==> src/design/snh_pkg.sv <==
// Shared types and constants for the binomial heightmap smoothing block.
`timescale 1ns / 1ps

package snh_pkg;

    localparam int MAX_COLS     = 1024;
    localparam int SAMPLE_BITS  = 16;
    localparam int ROW_LIMIT    = 2046;
    localparam int COUNT_BITS   = 11;
    localparam int AMP_BITS     = 8;
    localparam int OUT_BITS     = 28;
    localparam int SUM_BITS     = SAMPLE_BITS + 4;
    localparam int PROD_BITS    = SUM_BITS + AMP_BITS + 1;
    localparam int LB_DEPTH     = MAX_COLS + 2;
    localparam int LB_ADDR_BITS = $clog2(LB_DEPTH);
    localparam int LB_WIDTH     = 2 * SAMPLE_BITS;
    localparam int PADDR_BITS   = 4;
    localparam int PDATA_BITS   = 32;

    localparam logic [1:0] REG_AMPLITUDE = 2'd0;
    localparam logic [1:0] REG_MAP_COLS  = 2'd1;
    localparam logic [1:0] REG_MAP_ROWS  = 2'd2;

    localparam logic [AMP_BITS-1:0]   AMPLITUDE_RESET = AMP_BITS'(1);
    localparam logic [COUNT_BITS-1:0] MAP_COLS_RESET  = COUNT_BITS'(1024);
    localparam logic [COUNT_BITS-1:0] MAP_ROWS_RESET  = COUNT_BITS'(1024);

    typedef logic signed [SAMPLE_BITS-1:0] sample_t;
    typedef logic signed [SUM_BITS-1:0]    sum_t;
    typedef logic signed [OUT_BITS-1:0]    height_t;
    typedef logic [COUNT_BITS-1:0]         count_t;

    typedef struct packed {
        logic [AMP_BITS-1:0] amplitude;
        count_t              map_cols;
        count_t              map_rows;
    } cfg_t;

    typedef struct packed {
        sum_t sum;
        logic last;
    } sum_item_t;

endpackage

==> src/design/snh_regs.sv <==
// APB configuration registers: amplitude, map columns, map rows.
`timescale 1ns / 1ps

module snh_regs (
    input  logic                               clk,
    input  logic                               rst_n,
    input  logic                               psel,
    input  logic                               penable,
    input  logic                               pwrite,
    input  logic [snh_pkg::PADDR_BITS-1:0]     paddr,
    input  logic [snh_pkg::PDATA_BITS-1:0]     pwdata,
    output logic [snh_pkg::PDATA_BITS-1:0]     prdata,
    output logic                               pready,
    output snh_pkg::cfg_t                      cfg
);
    import snh_pkg::*;

    cfg_t       cfg_reg;
    cfg_t       cfg_next;
    logic       wr_en;
    logic [1:0] reg_sel;

    assign pready  = 1'b1;
    assign wr_en   = psel && penable && pwrite;
    assign reg_sel = paddr[3:2];
    assign cfg     = cfg_reg;

    always_comb
    begin
        cfg_next = cfg_reg;
        if (wr_en)
        begin
            case (reg_sel)
                REG_AMPLITUDE: cfg_next.amplitude = pwdata[AMP_BITS-1:0];
                REG_MAP_COLS:  cfg_next.map_cols  = pwdata[COUNT_BITS-1:0];
                REG_MAP_ROWS:  cfg_next.map_rows  = pwdata[COUNT_BITS-1:0];
                default:       cfg_next = cfg_reg;
            endcase
        end
    end

    always_comb
    begin
        case (reg_sel)
            REG_AMPLITUDE: prdata = PDATA_BITS'(cfg_reg.amplitude);
            REG_MAP_COLS:  prdata = PDATA_BITS'(cfg_reg.map_cols);
            REG_MAP_ROWS:  prdata = PDATA_BITS'(cfg_reg.map_rows);
            default:       prdata = '0;
        endcase
    end

    always_ff @(posedge clk or negedge rst_n)
    begin
        if (!rst_n)
        begin
            cfg_reg.amplitude <= AMPLITUDE_RESET;
            cfg_reg.map_cols  <= MAP_COLS_RESET;
            cfg_reg.map_rows  <= MAP_ROWS_RESET;
        end
        else
        begin
            cfg_reg <= cfg_next;
        end
    end

endmodule

==> config.mk <==
export PLATFORM = sky130hd
export DESIGN_NAME = snh_regs
export DESIGN_NICKNAME = d
export VERILOG_FILES = /design/src/design/snh_pkg.sv /design/src/design/snh_regs.sv
export SDC_FILE = /design/constraint.sdc
export NUM_CORES = 1
export LEC_CHECK = 0
export ABC_AREA = 1
export BUFFER_PORTS_ARGS = -buffer_cell sky130_fd_sc_hd__buf_2
export CORE_MARGIN = 3
export CORE_UTILIZATION = 45
export DETAILED_ROUTE_END_ITERATION = 16
export PLACE_DENSITY = 0.93
export SETUP_SLACK_MARGIN = 0.3
export SYNTH_ARGS = -nofsm -noshare
export SYNTH_HDL_FRONTEND = slang
export SYNTH_SLANG_ARGS = --single-unit
==> constraint.sdc <==
create_clock -name clk -period 1.6 [get_ports clk]
set_input_delay 0.24 -clock clk [delete_from_list [all_inputs] [get_ports clk]]
set_output_delay 0.24 -clock clk [all_outputs]
set_load 0.01 [all_outputs]
# Word-level counts from Yosys, hierarchy flattened
# Cells that the tools add are included.
# word_totals
memories	0
input_bits	41
rom_bits	0
elab_cells	12
latch_bits	0
output_inout_bits	63
reg_bits	30
mem_bits_rw	0
# op_classes
n_shift	0
n_eq_ne	2
bitwise	0
order_cmp	0
n_reduce_logical	6
mux	1
addsub	0
mul	0
n_div	0
# op_table
operator	count
11-bit case mux with 3 select lines	1
2-bit AND reduction	3
2-bit by 1-bit == test with 1-bit output, second input constant	1
2-bit == test, second input constant	1
1-bit logical AND	2
2-bit logical NOT	1

# Longest topological paths before layout
# depth
word_depth	3
mapped_depth	7
mapped_depth_nobuf	6

# Worst setup path after synthesis
# OpenSTA, ideal clock, no wires.
# synth_timing
path_type	input port to output port
startpoint	input port paddr[3] (netlist bit)
endpoint	output port prdata[0] (netlist bit)
arrival_time_ns	0.762
stages	6
setup_slack_ns	0.598
cell_sequence	inv_1 -> nand2_1 -> inv_1 -> buf_2 -> nand2_1 -> nand3_1
# synth_via
elab_chain_len	2
word_cells_on_any_way	4
# synth_lines
item	line_no	source
start, declared	snh_regs.sv:10	input logic [snh_pkg::PADDR_BITS-1:0] paddr,
2-bit == test, or another cell as far along	snh_regs.sv:44	case (reg_sel)
11-bit case mux with 3 select lines (*)	snh_regs.sv:44	
end, declared	snh_regs.sv:12	output logic [snh_pkg::PDATA_BITS-1:0] prdata,
# Every way passes the cells marked *; elsewhere a longest branch is shown, timed or not.

# Final worst setup path
# layout_timing
startpoint	register cfg_reg (netlist bit cfg[22])
endpoint	output port prdata[0] (netlist bit)
# layout_via
elab_chain_len	1
# layout_lines
item	line_no	source
start, declared	snh_regs.sv:18	cfg_t cfg_reg;
start signal, assigned	snh_regs.sv:62	cfg_reg <= cfg_next;
11-bit case mux with 3 select lines	snh_regs.sv:44	
# Every way passes these cells.

==> impl_metrics.csv <==
group,metric,value,unit
routing,detail-route-antenna-nets,0,
routing,post-route-drc-count,0,
floorplan,ios,104,
routing,number_of_vias_in_the_routed_layout,1459,
place,postPlaceCellArea,1795,sq um
sta,fin_setup_tns,0,ns
logic_synthesis,postSynthAreaPerCell,7.489,sq um
sta,rsz_0062_raised_after_global_routing,"yes",
floorplan,die_y,64.98,um
run,max_cap_viol_count,0,
clock_tree,clk-insertion-delay-late,0.32,ns
global_route,grt_pass1_vias,1328,
global_route,grt_pass1_wl,6134,um
clock_tree,clk_transition_reported_paths,0.09,ns
cells_and_area,largest_register_ffs,30,
sta,timing.final.setup_violations,0,
power,ir_drop,0.0007410,V
global_route,grt_start_max_net_pins,31,
logic_synthesis,synth.ff_latch_count,30,
place,post-dp-hpwl,2746,um
sta,clock-skew-final,0,ns
sta,max-slew-margin-rel,57.15,%
sta,timing_worst_slew_pin_value,0.6428,ns
routing,pre_repair_dr_iteration_count,4,
floorplan,initial_core_util,49.25,%
clock_tree,clockBufferDepth,2,
place,port_buffers,58,
cells_and_area,fillers,321,
floorplan,die-width,64.98,um
critical_path,worst_ep_required_time,1.36,ns
cells_and_area,post_route_cells_drive_above_1_share,32.62,%
clock_tree,clock_sinks,30,
sta,min_period,1.364,ns
critical_path,worstReg2RegStart,"cfg[22]",
global_route,remaining_overflow_grt,0,
power,post-layout-total-power,0.002158,W
power,power_leakage,1.198,nW
cells_and_area,final_instance_area,1972,sq um
power,power_per_cell_area,1094,nW/um^2
sta,timing_hold_violations_final,0,
global_route,total_routing_resource_utilization_after_global_routing,19.51,%
hold_path,min_delay_src,"pwdata[10]",
logic_synthesis,share_of_synthesized_area_occupied_by_flip_flops_and_latches,48.20,%
floorplan,core_rows,20,
routing,finalWirelength,3950,um
global_route,antenna_found_initial,0,
hold_path,worst_hold_path_type,"in2reg",
cells_and_area,areaGrowthSynthToFinish,25.98,%
critical_path,worstPathArrival,1.12,ns
routing,detail_route.vias_per_cell,4.517,
routing,wl_met1,1473,um
outcome,status,"finished, final reports clean",
cells_and_area,antenna_cells_inserted,0,
logic_synthesis,synth_cell_type_count,13,
critical_path,slack_of_the_worst_reg_to_reg_path,0.78,ns
sta,slew_violations,0,
sta,max_clock_freq,733.1,MHz
critical_path,worst_setup_path_start_kind,"register",
cells_and_area,final_net_count,319,
floorplan,die_area,4222,sq um
logic_synthesis,postSynthCellCount,209,
critical_path,path_class,"reg2out",
clock_tree,ctsRootBufferMaster,"sky130_fd_sc_hd__clkbuf_4",
logic_synthesis,ys_warn_count,0,
routing,met2RoutedLength,2033,um
critical_path,critPathLaunch,"cfg[22]",
floorplan,placeableCoreArea,3178,sq um
place,gp_congestion,0.7430,
critical_path,cp_max_fo,2,
clock_tree,h-tree-depth,2,
routing,routed-wl-met3,411,um
critical_path,capturing_element_type_of_the_critical_path,"output pin",
logic_synthesis,syn_area,1565,sq um
clock_tree,inserted_clock_buffers,5,
sta,min_period_over_period,85.25,%
routing,post_drt_wl_per_cell,12.23,um
clock_tree,clock_tree_from_tritoncts,"built",
routing,top_signal_layer_used,"met4",
routing,drt_iter0_markers,87,
[metal layers]
| metal | global-route usage (%) | up-vias |
|---|---|---|
| li1 | - | 726 |
| met1 | 22.43 | 654 |
| met2 | 34.61 | 74 |
| met3 | 6.239 | 5 |
| met4 | 5.277 | 0 |
| met5 | 0 | - |
[worst max-delay path, stage by stage (launching register included)]
cell and delay [ns]:
sky130_fd_sc_hd__dfstp_2 0.55, sky130_fd_sc_hd__nand2_2 0.06, sky130_fd_sc_hd__nand3_2 0.06, sky130_fd_sc_hd__buf_2 0.12
[path summary, 6_finish.rpt]
check / to / depth (start not counted)
max reg2reg: cfg[22] / 3
min reg2reg: cfg[10] / 2
min in group asynchronous: cfg[2] / 2
max in group asynchronous: cfg[14] / 2
max: prdata[0] / 3
min: cfg[21] / 3
[area by class of cell]
class                   instances  area (sq um)  area share (%)
inverters                       5         26.28           1.332
repair buffers                 68         376.6           19.10
clock buffers                   7         55.05           2.792
clock inverters                 1         5.005          0.2538
flip-flops and latches         30         754.5           38.26
repair inverters                2         15.01          0.7614
multi-input cells             166         684.4           34.71
well taps                      44         55.05           2.792
[cell usage in the layout, fill, tap and decap left out, types with 3 or more instances in the layout]
master	n
sky130_fd_sc_hd__dfstp_2	3
sky130_fd_sc_hd__conb_1	22
sky130_fd_sc_hd__nand3_1	8
sky130_fd_sc_hd__clkbuf_4	5
sky130_fd_sc_hd__dfrtp_1	27
sky130_fd_sc_hd__clkinvlp_4	4
sky130_fd_sc_hd__buf_2	56
sky130_fd_sc_hd__buf_4	10
sky130_fd_sc_hd__nand2_1	125
sky130_fd_sc_hd__nand2_4	3
[cells in the mapped netlist]
cell / n / area share, %
sky130_fd_sc_hd__nand2_1: 129 / 31
sky130_fd_sc_hd__buf_2: 2 / 0.64
sky130_fd_sc_hd__nor2_2: 2 / 0.80
sky130_fd_sc_hd__nor2_1: 2 / 0.48
sky130_fd_sc_hd__inv_1: 5 / 1.2
sky130_fd_sc_hd__buf_6: 2 / 1.4
sky130_fd_sc_hd__nand2_4: 1 / 0.72
sky130_fd_sc_hd__buf_4: 24 / 12
sky130_fd_sc_hd__dfstp_2: 3 / 5.0
sky130_fd_sc_hd__nor2_4: 1 / 0.72
sky130_fd_sc_hd__nand3_1: 9 / 2.9
sky130_fd_sc_hd__conb_1: 2 / 0.48
sky130_fd_sc_hd__dfrtp_1: 27 / 43
[logic make-up after synthesis]
group | count (synthesis) | synth area share, %
flip-flops | 30 | 48.20
other | 2 | 0.4798
buffers and inverters | 33 | 14.79
AND/OR/NAND/NOR | 144 | 36.53
[per-stage QoR]
| stage | instances | worst slack, ns | utilization, % | hold slack (ns) |
|---|---|---|---|---|
| after floorplan | 229 | 0.5981 | - | -0.05559 |
| after global placement | 306 | 0.09387 | 56.50 | 0.2926 |
| after detailed placement | 306 | 0.06538 | 56.50 | 0.2969 |
| after CTS | 318 | 0.2352 | 59.80 | 0.09658 |
| after global routing | 323 | 0.1838 | 62.05 | 0.1199 |
| final | 323 | 0.2360 | 62.05 | 0.1122 |
[power breakdown]
group / leakage [nW] / total, W / internal [W] / switching (W)
clock: 0.0353 / 0.000465 / 0.000213 / 0.000253
sequential: 0.374 / 0.00104 / 0.000924 / 0.000118
combinational: 0.788 / 0.000650 / 0.000277 / 0.000373
[repair_timing]
item                                    CTS  global route
hold endpoints to repair                 27             0
endpoints found under the setup margin   11            12
cloned                                    2             0
gates resized for setup                   6             9
hold buffers                              1             0
pin swaps                                 2             4
setup buffers                             1             5
No activity file was read; power rests on OpenSTA's default activity.
