## config.mk

```make
export PLATFORM = sky130hd
export DESIGN_NAME = snh_scale_flat
export DESIGN_NICKNAME = d
export VERILOG_FILES = /design/src/design/snh_pkg.sv /design/src/design/snh_height_if.sv /design/src/design/snh_scale.sv /design/src/flat_wrapper.sv
export SDC_FILE = /design/constraint.sdc
export NUM_CORES = 1
export LEC_CHECK = 0
export ABC_AREA = 1
export BUFFER_PORTS_ARGS = -buffer_cell sky130_fd_sc_hd__buf_2
export CORE_MARGIN = 3
export CORE_UTILIZATION = 65
export CTS_CLUSTER_SIZE = 30
export DETAILED_ROUTE_END_ITERATION = 8
export PLACE_DENSITY = 0.9
export SLEW_MARGIN = 40
export SYNTH_ARGS = -nofsm -noshare
export SYNTH_HDL_FRONTEND = slang
export SYNTH_SLANG_ARGS = --single-unit
```

## constraint.sdc

```tcl
create_clock -name clk -period 4 [get_ports clk]
set_clock_uncertainty 0.15 [all_clocks]
set_input_delay 0.2 -clock clk [delete_from_list [all_inputs] [get_ports clk]]
set_output_delay 0.2 -clock clk [all_outputs]
set_load 0.05 [all_outputs]
```

## src/design/snh_pkg.sv

```systemverilog
// Shared types and constants for the binomial heightmap smoothing block.
`timescale 1ns / 1ps

package snh_pkg;

    localparam int MAX_COLS     = 1024;
    localparam int SAMPLE_BITS  = 16;
    localparam int ROW_LIMIT    = 2046;
    localparam int COUNT_BITS   = 11;
    localparam int AMP_BITS     = 8;
    localparam int OUT_BITS     = 28;
    localparam int SUM_BITS     = SAMPLE_BITS + 4;
    localparam int PROD_BITS    = SUM_BITS + AMP_BITS + 1;
    localparam int LB_DEPTH     = MAX_COLS + 2;
    localparam int LB_ADDR_BITS = $clog2(LB_DEPTH);
    localparam int LB_WIDTH     = 2 * SAMPLE_BITS;
    localparam int PADDR_BITS   = 4;
    localparam int PDATA_BITS   = 32;

    localparam logic [1:0] REG_AMPLITUDE = 2'd0;
    localparam logic [1:0] REG_MAP_COLS  = 2'd1;
    localparam logic [1:0] REG_MAP_ROWS  = 2'd2;

    localparam logic [AMP_BITS-1:0]   AMPLITUDE_RESET = AMP_BITS'(1);
    localparam logic [COUNT_BITS-1:0] MAP_COLS_RESET  = COUNT_BITS'(1024);
    localparam logic [COUNT_BITS-1:0] MAP_ROWS_RESET  = COUNT_BITS'(1024);

    typedef logic signed [SAMPLE_BITS-1:0] sample_t;
    typedef logic signed [SUM_BITS-1:0]    sum_t;
    typedef logic signed [OUT_BITS-1:0]    height_t;
    typedef logic [COUNT_BITS-1:0]         count_t;

    typedef struct packed {
        logic [AMP_BITS-1:0] amplitude;
        count_t              map_cols;
        count_t              map_rows;
    } cfg_t;

    typedef struct packed {
        sum_t sum;
        logic last;
    } sum_item_t;

endpackage

```

## src/design/snh_height_if.sv

```systemverilog
// Output channel: one height value per request.
`timescale 1ns / 1ps

interface snh_height_if;
    logic             valid;
    logic             ready;
    snh_pkg::height_t height_value;
    logic             last_point;

    modport source (output valid, output height_value, output last_point, input ready);
    modport sink (input valid, input height_value, input last_point, output ready);
endinterface

```

## src/design/snh_scale.sv

```systemverilog
// Amplitude multiply into the output register.
`timescale 1ns / 1ps

module snh_scale (
    input  logic                                clk,
    input  logic                                rst_n,
    input  logic [snh_pkg::AMP_BITS-1:0]        amplitude,
    input  logic                                sum_valid,
    output logic                                sum_ready,
    input  snh_pkg::sum_item_t                  sum_item,
    snh_height_if.source                        height_out
);
    import snh_pkg::*;

    logic                        out_valid_reg;
    height_t                     height_reg;
    logic                        last_reg;
    logic signed [PROD_BITS-1:0] prod;

    assign sum_ready = !out_valid_reg || height_out.ready;
    assign prod      = sum_item.sum * $signed({1'b0, amplitude});

    always_ff @(posedge clk or negedge rst_n)
    begin
        if (!rst_n)
        begin
            out_valid_reg <= 1'b0;
        end
        else if (sum_ready)
        begin
            out_valid_reg <= sum_valid;
        end
    end

    always_ff @(posedge clk)
    begin
        if (sum_ready && sum_valid)
        begin
            height_reg <= OUT_BITS'(prod);
            last_reg   <= sum_item.last;
        end
    end

    assign height_out.valid        = out_valid_reg;
    assign height_out.height_value = height_reg;
    assign height_out.last_point   = last_reg;

endmodule

```

## src/flat_wrapper.sv

```systemverilog
// flat-port wrapper written by rule: the top's interface ports become plain ports
module snh_scale_flat import snh_pkg::*;
  (clk, rst_n, amplitude, sum_valid, sum_ready, sum_item, height_out_valid, height_out_height_value, height_out_last_point, height_out_ready);
  snh_height_if height_out_i ();
  input  logic clk;
  input  logic rst_n;
  input  logic [snh_pkg::AMP_BITS-1:0] amplitude;
  input  logic sum_valid;
  output logic sum_ready;
  input  snh_pkg::sum_item_t sum_item;
  output wire logic [$bits(height_out_i.valid)-1:0] height_out_valid;
  output wire logic [$bits(height_out_i.height_value)-1:0] height_out_height_value;
  output wire logic [$bits(height_out_i.last_point)-1:0] height_out_last_point;
  input wire logic [$bits(height_out_i.ready)-1:0] height_out_ready;
  assign height_out_valid = height_out_i.valid;
  assign height_out_height_value = height_out_i.height_value;
  assign height_out_last_point = height_out_i.last_point;
  assign height_out_i.ready = height_out_ready;
  snh_scale u_core (.clk(clk), .rst_n(rst_n), .amplitude(amplitude), .sum_valid(sum_valid), .sum_ready(sum_ready), .sum_item(sum_item), .height_out(height_out_i));
endmodule
```

Word-level counts from Yosys, hierarchy flattened:

Index checks and enable logic that the tools add are counted.

* register bits after elaboration: 30
* input port bits: 33
* logic and storage cells: 7
* output and inout bits: 31

* reduce and logical (&&, ||, !) cells: 3
* multipliers: 1

Operator list (count)
* $mul 20x9->28: 1
* $logic_and 1x1->1: 1
* $logic_not 1->1: 1
* $logic_or 1x1->1: 1

Longest topological paths before layout:

Gate-level depths: netlist of run 1.

* depth in word-level cells: 3
* gate-level depth with buffers: 22
* mapped depth without buffers: 21

Worst setup path before layout of run 1:

Ideal clock, no wire load.

* path type: input-to-reg
* from: input port amplitude[0] (netlist name)
* to: register u_core.height_reg[25], in the netlist u_core.height_out.height_value[25], data pin
* library setup time: 0.253 ns
* cell stages on the path: 17
* buffers on the path: 1
* path slack: -0.232 ns
* data required time: 3.597 ns
* arrival time: 3.829 ns
* path through: clkbuf_1 > nand2_1 > fa_1 > inv_1 > fa_1 > fa_1 > inv_1 > fa_1 > inv_1 > ha_1 > nand2_1 > nor2_1 > nand2_1 > nor2_1 > nand2_1 > nand4_1 > nand2_1

* cells in the longest elaborated chain, start to end: 1

RTL lines
* from (decl): line flat_wrapper.sv:7 `input logic [snh_pkg::AMP_BITS-1:0] amplitude;`
* $mul 20x9->28: line snh_scale.sv:21 `assign prod = sum_item.sum * $signed({1'b0, amplitude});`
* net u_core.prod[25]: line snh_scale.sv:18 `logic signed [PROD_BITS-1:0] prod;`
* to (signal assigned): line snh_scale.sv:39 `height_reg <= OUT_BITS'(prod);`
* to (decl): line snh_scale.sv:16 `height_t height_reg;`

The timed path passes the listed nets, and every way through them passes these cells.
A chain may end at the register's enable or synchronous reset.

Final worst setup path of run 1:

* from: input port sum_item[16] (netlist name)
* to: register u_core.height_reg[21], in the netlist u_core.height_out.height_value[21], data pin

* cells in the longest elaborated chain, start to end: 1

RTL lines
* from (decl): line flat_wrapper.sv:10 `input snh_pkg::sum_item_t sum_item;`
* $mul 20x9->28: line snh_scale.sv:21
* net u_core.prod[21]: line snh_scale.sv:18

The timed path passes the listed nets, and every way through them passes these cells.

==> results of run 1 <==
## routing by layer
layer	wire, um	global-route usage (%)
met5	0	0
met4	1710	13.2
met3	1980	4.47
met2	10600	55.2
met1	6970	32.6
## cells by family (layout without fill, tap and decap cells)
family          after synthesis  in the layout  share of synthesized area (%)
simple gates                390            390                           22.3
buf+inv                     366            473                           18.8
fa+ha+maj                   179            179                           43.4
flops                        30             30                           12.3
compound gates               23             23                           1.83
xor+xnor                     12             12                           1.44
## power by group through the flow
stage,Sequential (W),Combinational (W),Clock (W)
5_1_grt,0.000703,0.00742,0.000451
3_3_place_gp,0.000695,0.00511,0
6_report,0.000695,0.00693,0.000434
3_5_place_dp,0.000693,0.00533,0
2_1_floorplan,0.00114,0.00328,0
4_1_cts,0.000689,0.00546,0.000430
## sequential cells by signal (all words and copies together), names as in the netlist
| name | flops |
|---|---|
| u_core.height_out.height_value | 28 |
| u_core.height_out.last_point | 1 |
| u_core.height_out.valid | 1 |
## how the worst max path moves through the flow
stage,cells after the start,end
global route,18,u_core.height_out.height_value[21]$_DFFE_PP_
detailed placement,17,u_core.height_out.height_value[26]$_DFFE_PP_
finish,18,u_core.height_out.height_value[21]$_DFFE_PP_
global placement,16,u_core.height_out.height_value[15]$_DFFE_PP_
CTS,19,u_core.height_out.height_value[27]$_DFFE_PP_
floorplan,17,u_core.height_out.height_value[25]$_DFFE_PP_
## through the flow
step                      power (W)  setup WS (ns)  instances  utilization (%)
after global routing        0.00857         -0.160       1247             81.2
after global placement      0.00581         -0.339       1233             74.8
after detailed placement    0.00602         -0.436       1233             74.8
final                       0.00806        -0.0559       1247             81.2
after CTS                   0.00658        0.00856       1244             77.0
after floorplan             0.00442       -0.00607       1000                -
## cell type report
type | count | area (um^2) | share of cell area [%]
flip-flops and latches | 30 | 896 | 10.1
clock inverters | 3 | 40.0 | 0.451
clock buffers | 5 | 125 | 1.41
multi-input cells | 604 | 5470 | 61.6
repair buffers | 135 | 935 | 10.5
well taps | 140 | 175 | 1.97
inverters | 330 | 1240 | 13.9
## what timing repair did
action	CTS	global route
resized for setup	11	103
endpoints found under the setup margin	15	20
setup buffers	0	3
endpoints found under the hold margin	3	0
pin swaps	1	32
hold buffers	3	0
## cells in the final DEF, fill, tap and decap left out, types with 3 or more instances in the layout
cell type	n
a21o_1	4
a21oi_1	8
a21oi_2	6
buf_2	51
buf_4	68
buf_6	5
buf_8	3
clkbuf_16	5
clkbuf_4	5
dlygate4sd3_1	3
edfxtp_1	29
fa_1	119
fa_2	5
ha_1	36
ha_4	18
inv_1	318
inv_2	12
nand2_1	289
nand2_2	28
nand2_4	7
nand3_1	19
nand3_2	3
nand4_1	7
nor2_1	14
nor2_2	6
nor2_4	10
xnor2_1	3
xor2_1	9
## critical path: stages
cell and delay, ns:
buf_2 0.16, nand2_1 0.10, fa_1 0.57, inv_1 0.08, fa_1 0.50, fa_1 0.59
inv_1 0.07, fa_1 0.49, inv_1 0.06, ha_4 0.25, nand2_2 0.14, inv_1 0.08
nand2_1 0.08, nand2_1 0.07, a21oi_1 0.18, nand3_1 0.14, nand2_1 0.11, nand2_1 0.05
==> flow_summary.ini, run 1 <==
[timing]
drv_slew = 0
fin_tns_setup_ns = -0.187
hold_viol_final = 0
period_minus_slack_ns = 4.06
worstMarginPinSlew_ns = 0.488
setup_ws_ns = -0.0559
fin_crit_sh_pct = 101
fmax_ghz = 0.247
setup_viol = 6
slew_headroom_pct = 67.5
holdWs_ns = 0.0543

[worst_setup_path]
end_kind = flop
arrival_ns = 3.95
crit_type = in -> reg
rrSetupSlack_ns = 2.57
r2r_cells = 2
r2r_start = u_core.height_out.valid$_DFFE_PN0N_
startpoint = sum_item[16]
r2r-end = u_core.height_out.height_value[17]$_DFFE_PP_
cp.required_ns = 3.89
start_kind = input pin
critPathMaxFanout = 7

[pwr]
cell_internal_pwr_w = 0.00360
power_density_nw_per_um2 = 907
switching_power_w = 0.00446
comb_power_share_pct = 86.0
swShare_pct = 55.3
vdd.ir_drop.worst_v = 0.000509
pwr-share-seq_pct = 8.6
leakagePower_nw = 5.43
clkPwrFrac_pct = 5.4

[clocking]
cts.clk_slew.worst_paths_ns = 0.06
clk_path_buf_depth = 2
worst_skew_pair.late_latency_ns = 0.28
clock-sinks = 30
cts_buffers = 5
cts_root_buf = clkbuf_16
ctsHtreeMaxLevel = 2
cts_tree = built

[routing]
drt_pass1_iterations = 6
drt-total-wl_mm = 21.2
vias_per_cell = 5.62
vias = 7004
ant_nets = 0
drc = 0
wire_per_inst_um = 17.0
drtIter0Drc = 873

[placed_design]
place_hpwl_mm = 14.2
globalplace.congestion = 0.909
port_buffers = 63
post_dp_cell_area_um2 = 8180

[logic_synthesis]
synthTopCellsByArea = fa_1 (34%), inv_1 (17%), nand2_1 (16%)
yosys-top-cells-count = inv_1 (326), nand2_1 (311), fa_1 (124)
synthFlopType = edfxtp_1
ys_async_sr_fraction_pct = 3.33
synth.most_common_cell = inv_1
synth_cells = 1000
synth-seq-cells = 30
synth_cell_type_count = 27
avgSynthCellArea_um2 = 7.31
yosys_warnings = 0
syn-cell-area_um2 = 7310
synth-edff-count = 29
yosys.area.top_type = fa_1
synth_top_cell_area_share_pct = 34.0
synth_fp_nets = 1212
ys_seq_area_share_pct = 12.3

[final_layout]
syn2layout_area_growth_pct = 21.6
fill_cells = 598
drive_gt1_share_pct = 22.0
antennaDiodeCount = 0
nNetsFinal = 1318
final_area_um2 = 8880

[min_path]
hold_path_class = in -> reg
min_from = height_out_ready
hold_depth = 4
hold_path_end = u_core.height_out.valid$_DFFE_PN0N_

[grt]
grt_overflow = 0
antenna_found_initial = 0
grt_max_degree = 30
grt_pass1_wl_mm = 30.2
grt_pass1_vias = 7009
track_usage_pct = 29.4

[status]
status = finished, violations left
failed_checks = setup timing

[floorplan]
start_util_pct = 66.8
fp.dieH_um = 112
fp-row-count = 38
die-width_um = 112
io_pins = 64
core_um2 = 10900
die_area_um2 = 12500

[flow_run]
cap_viol_max_count = 0
No activity file was read; power rests on OpenSTA's default activity.
==> inputs of run 2 (changes only) <==
--- a/config.mk
+++ b/config.mk
@@ -12,6 +12,7 @@
 export CTS_CLUSTER_SIZE = 30
 export DETAILED_ROUTE_END_ITERATION = 8
 export PLACE_DENSITY = 0.9
+export SETUP_SLACK_MARGIN = 0.2
 export SLEW_MARGIN = 40
 export SYNTH_ARGS = -nofsm -noshare
 export SYNTH_HDL_FRONTEND = slang
==> flow_summary.ini, run 2 (synthesized netlist as in run 1, its figures left out) <==
[timing]
period_minus_slack_ns = 4.24
worstMarginPinSlew_ns = 0.423
rsz0062_at_grt = true
drv_slew = 0
fmax_ghz = 0.236
setup_viol = 12
fin_crit_sh_pct = 106
setup_ws_ns = -0.244
slew_headroom_pct = 71.8
hold_viol_final = 0

[routing]
drc = 17
drt_pass1_iterations = 9
vias = 7758
drtIter0Drc = 1016
vias_per_cell = 6.17
ant_nets = 0
drt-total-wl_mm = 28.7
wire_per_inst_um = 22.8

[worst_setup_path]
critPathMaxFanout = 8
end_kind = flop
arrival_ns = 4.14
r2r_start = u_core.height_out.valid$_DFFE_PN0N_
cp.required_ns = 3.89
r2r_cells = 2
startpoint = amplitude[0]
crit_type = in -> reg
rrSetupSlack_ns = 2.55
start_kind = input pin

[floorplan]
core_um2 = 10900
fp-row-count = 38
die_area_um2 = 12500
start_util_pct = 66.8
die-width_um = 112
io_pins = 64
fp.dieH_um = 112

[clocking]
cts.clk_slew.worst_paths_ns = 0.06
clk_path_buf_depth = 2
ctsHtreeMaxLevel = 2
clock-sinks = 30
cts_tree = built
cts_buffers = 5
cts_root_buf = clkbuf_16
worst_skew_pair.late_latency_ns = 0.28

[grt]
grt_pass1_wl_mm = 31.4
grt_overflow = 0
grt_max_degree = 30
grt_pass1_vias = 7255
track_usage_pct = 30.6
antenna_found_initial = 1

[min_path]
hold_depth = 4
min_from = height_out_ready
hold_path_class = in -> reg

[final_layout]
final_cell_mix = inv_1 (290), nand2_1 (227), fa_1 (113)
final_area_um2 = 9760
register_area_um2 = 896
fill_cells = 458
syn2layout_area_growth_pct = 33.6
drive_gt1_share_pct = 32.8
nNetsFinal = 1329
multiInputGateArea_um2 = 5910
largest_reg_flops = 28
final_common_cell = inv_1
antennaDiodeCount = 0

[placed_design]
port_buffers = 63
post_dp_cell_area_um2 = 8520
globalplace.congestion = 0.932
place_hpwl_mm = 14.7

[status]
status = finished, violations left
failed_checks = DRC, setup timing

[flow_run]
cap_viol_max_count = 0
run 2: changes by cell type in the layout (fill, tap and decap cells not counted), moves of 13 or more:
cell     before  now
nand2_1     289  227
buf_2        51   38
nand2_4       7   30
nand2_2      28   66
inv_2        12   37
inv_1       318  290
run 2: critical path: stages:
cell and delay (ns):
clkbuf_16 0.14, nand2_1 0.09, fa_1 0.57, inv_1 0.07, fa_1 0.51, inv_1 0.06, fa_1 0.52, fa_1 0.44
inv_1 0.20, ha_4 0.27, nand2_1 0.19, nand2_1 0.13, nand2_1 0.10, nand2_1 0.06, nand2_1 0.07, nand2_1 0.09
nand2_2 0.09, nand3_1 0.12, nand2_1 0.14, nand2_1 0.06
run 2: per-stage QoR:
stage	instances	TNS, ns	setup WS, ns	util, %	hold slack [ns]
after global routing	1258	-1.86	-0.469	89.3	0.0852
after detailed placement	1233	-5.26	-0.334	77.9	-0.174
after floorplan	1000	0	0.183	-	-0.246
after global placement	1233	-3.70	-0.254	77.9	-0.175
after CTS	1246	0	0.185	80.6	0.0546
final	1258	-0.860	-0.244	89.3	0.0649
run 2: path summary, 6_finish.rpt:
kind | to
worst max-delay path | u_core.height_out.height_value[22]$_DFFE_PP_
worst min-delay path | u_core.height_out.valid$_DFFE_PN0N_
worst max register to register | u_core.height_out.height_value[7]$_DFFE_PP_
worst min register to register | u_core.height_out.valid$_DFFE_PN0N_
max in group asynchronous | u_core.height_out.valid$_DFFE_PN0N_
min in group asynchronous | u_core.height_out.valid$_DFFE_PN0N_
run 2: cell type report:
class | count | share of cell area [%]
tap | 140 | 1.79
sequential | 30 | 9.18
inverter | 330 | 12.8
timing repair buffer | 146 | 14.2
clock buffer | 6 | 1.42
multi-input combinational | 604 | 60.6
clock inverter | 2 | 0.128
run 2: routing by layer:
metal | wire (um) | GRT usage [%]
met5 | 13 | 0
met2 | 13400 | 59.2
met1 | 8170 | 33.3
met3 | 3760 | 3.23
met4 | 3310 | 14.1
run 2: what timing repair did:
item | CTS | global route
endpoints found under the hold margin | 3 | 0
cloned | 0 | 8
pin swaps | 9 | 114
gates resized for setup | 34 | 230
hold buffers | 3 | 0
buffers inserted | 2 | 4
endpoints found under the setup margin | 20 | 19
Power of run 2 is left out: the tool's default activity adds up to more than one toggle a clock period on the data nets, which glitch-free logic cannot reach.
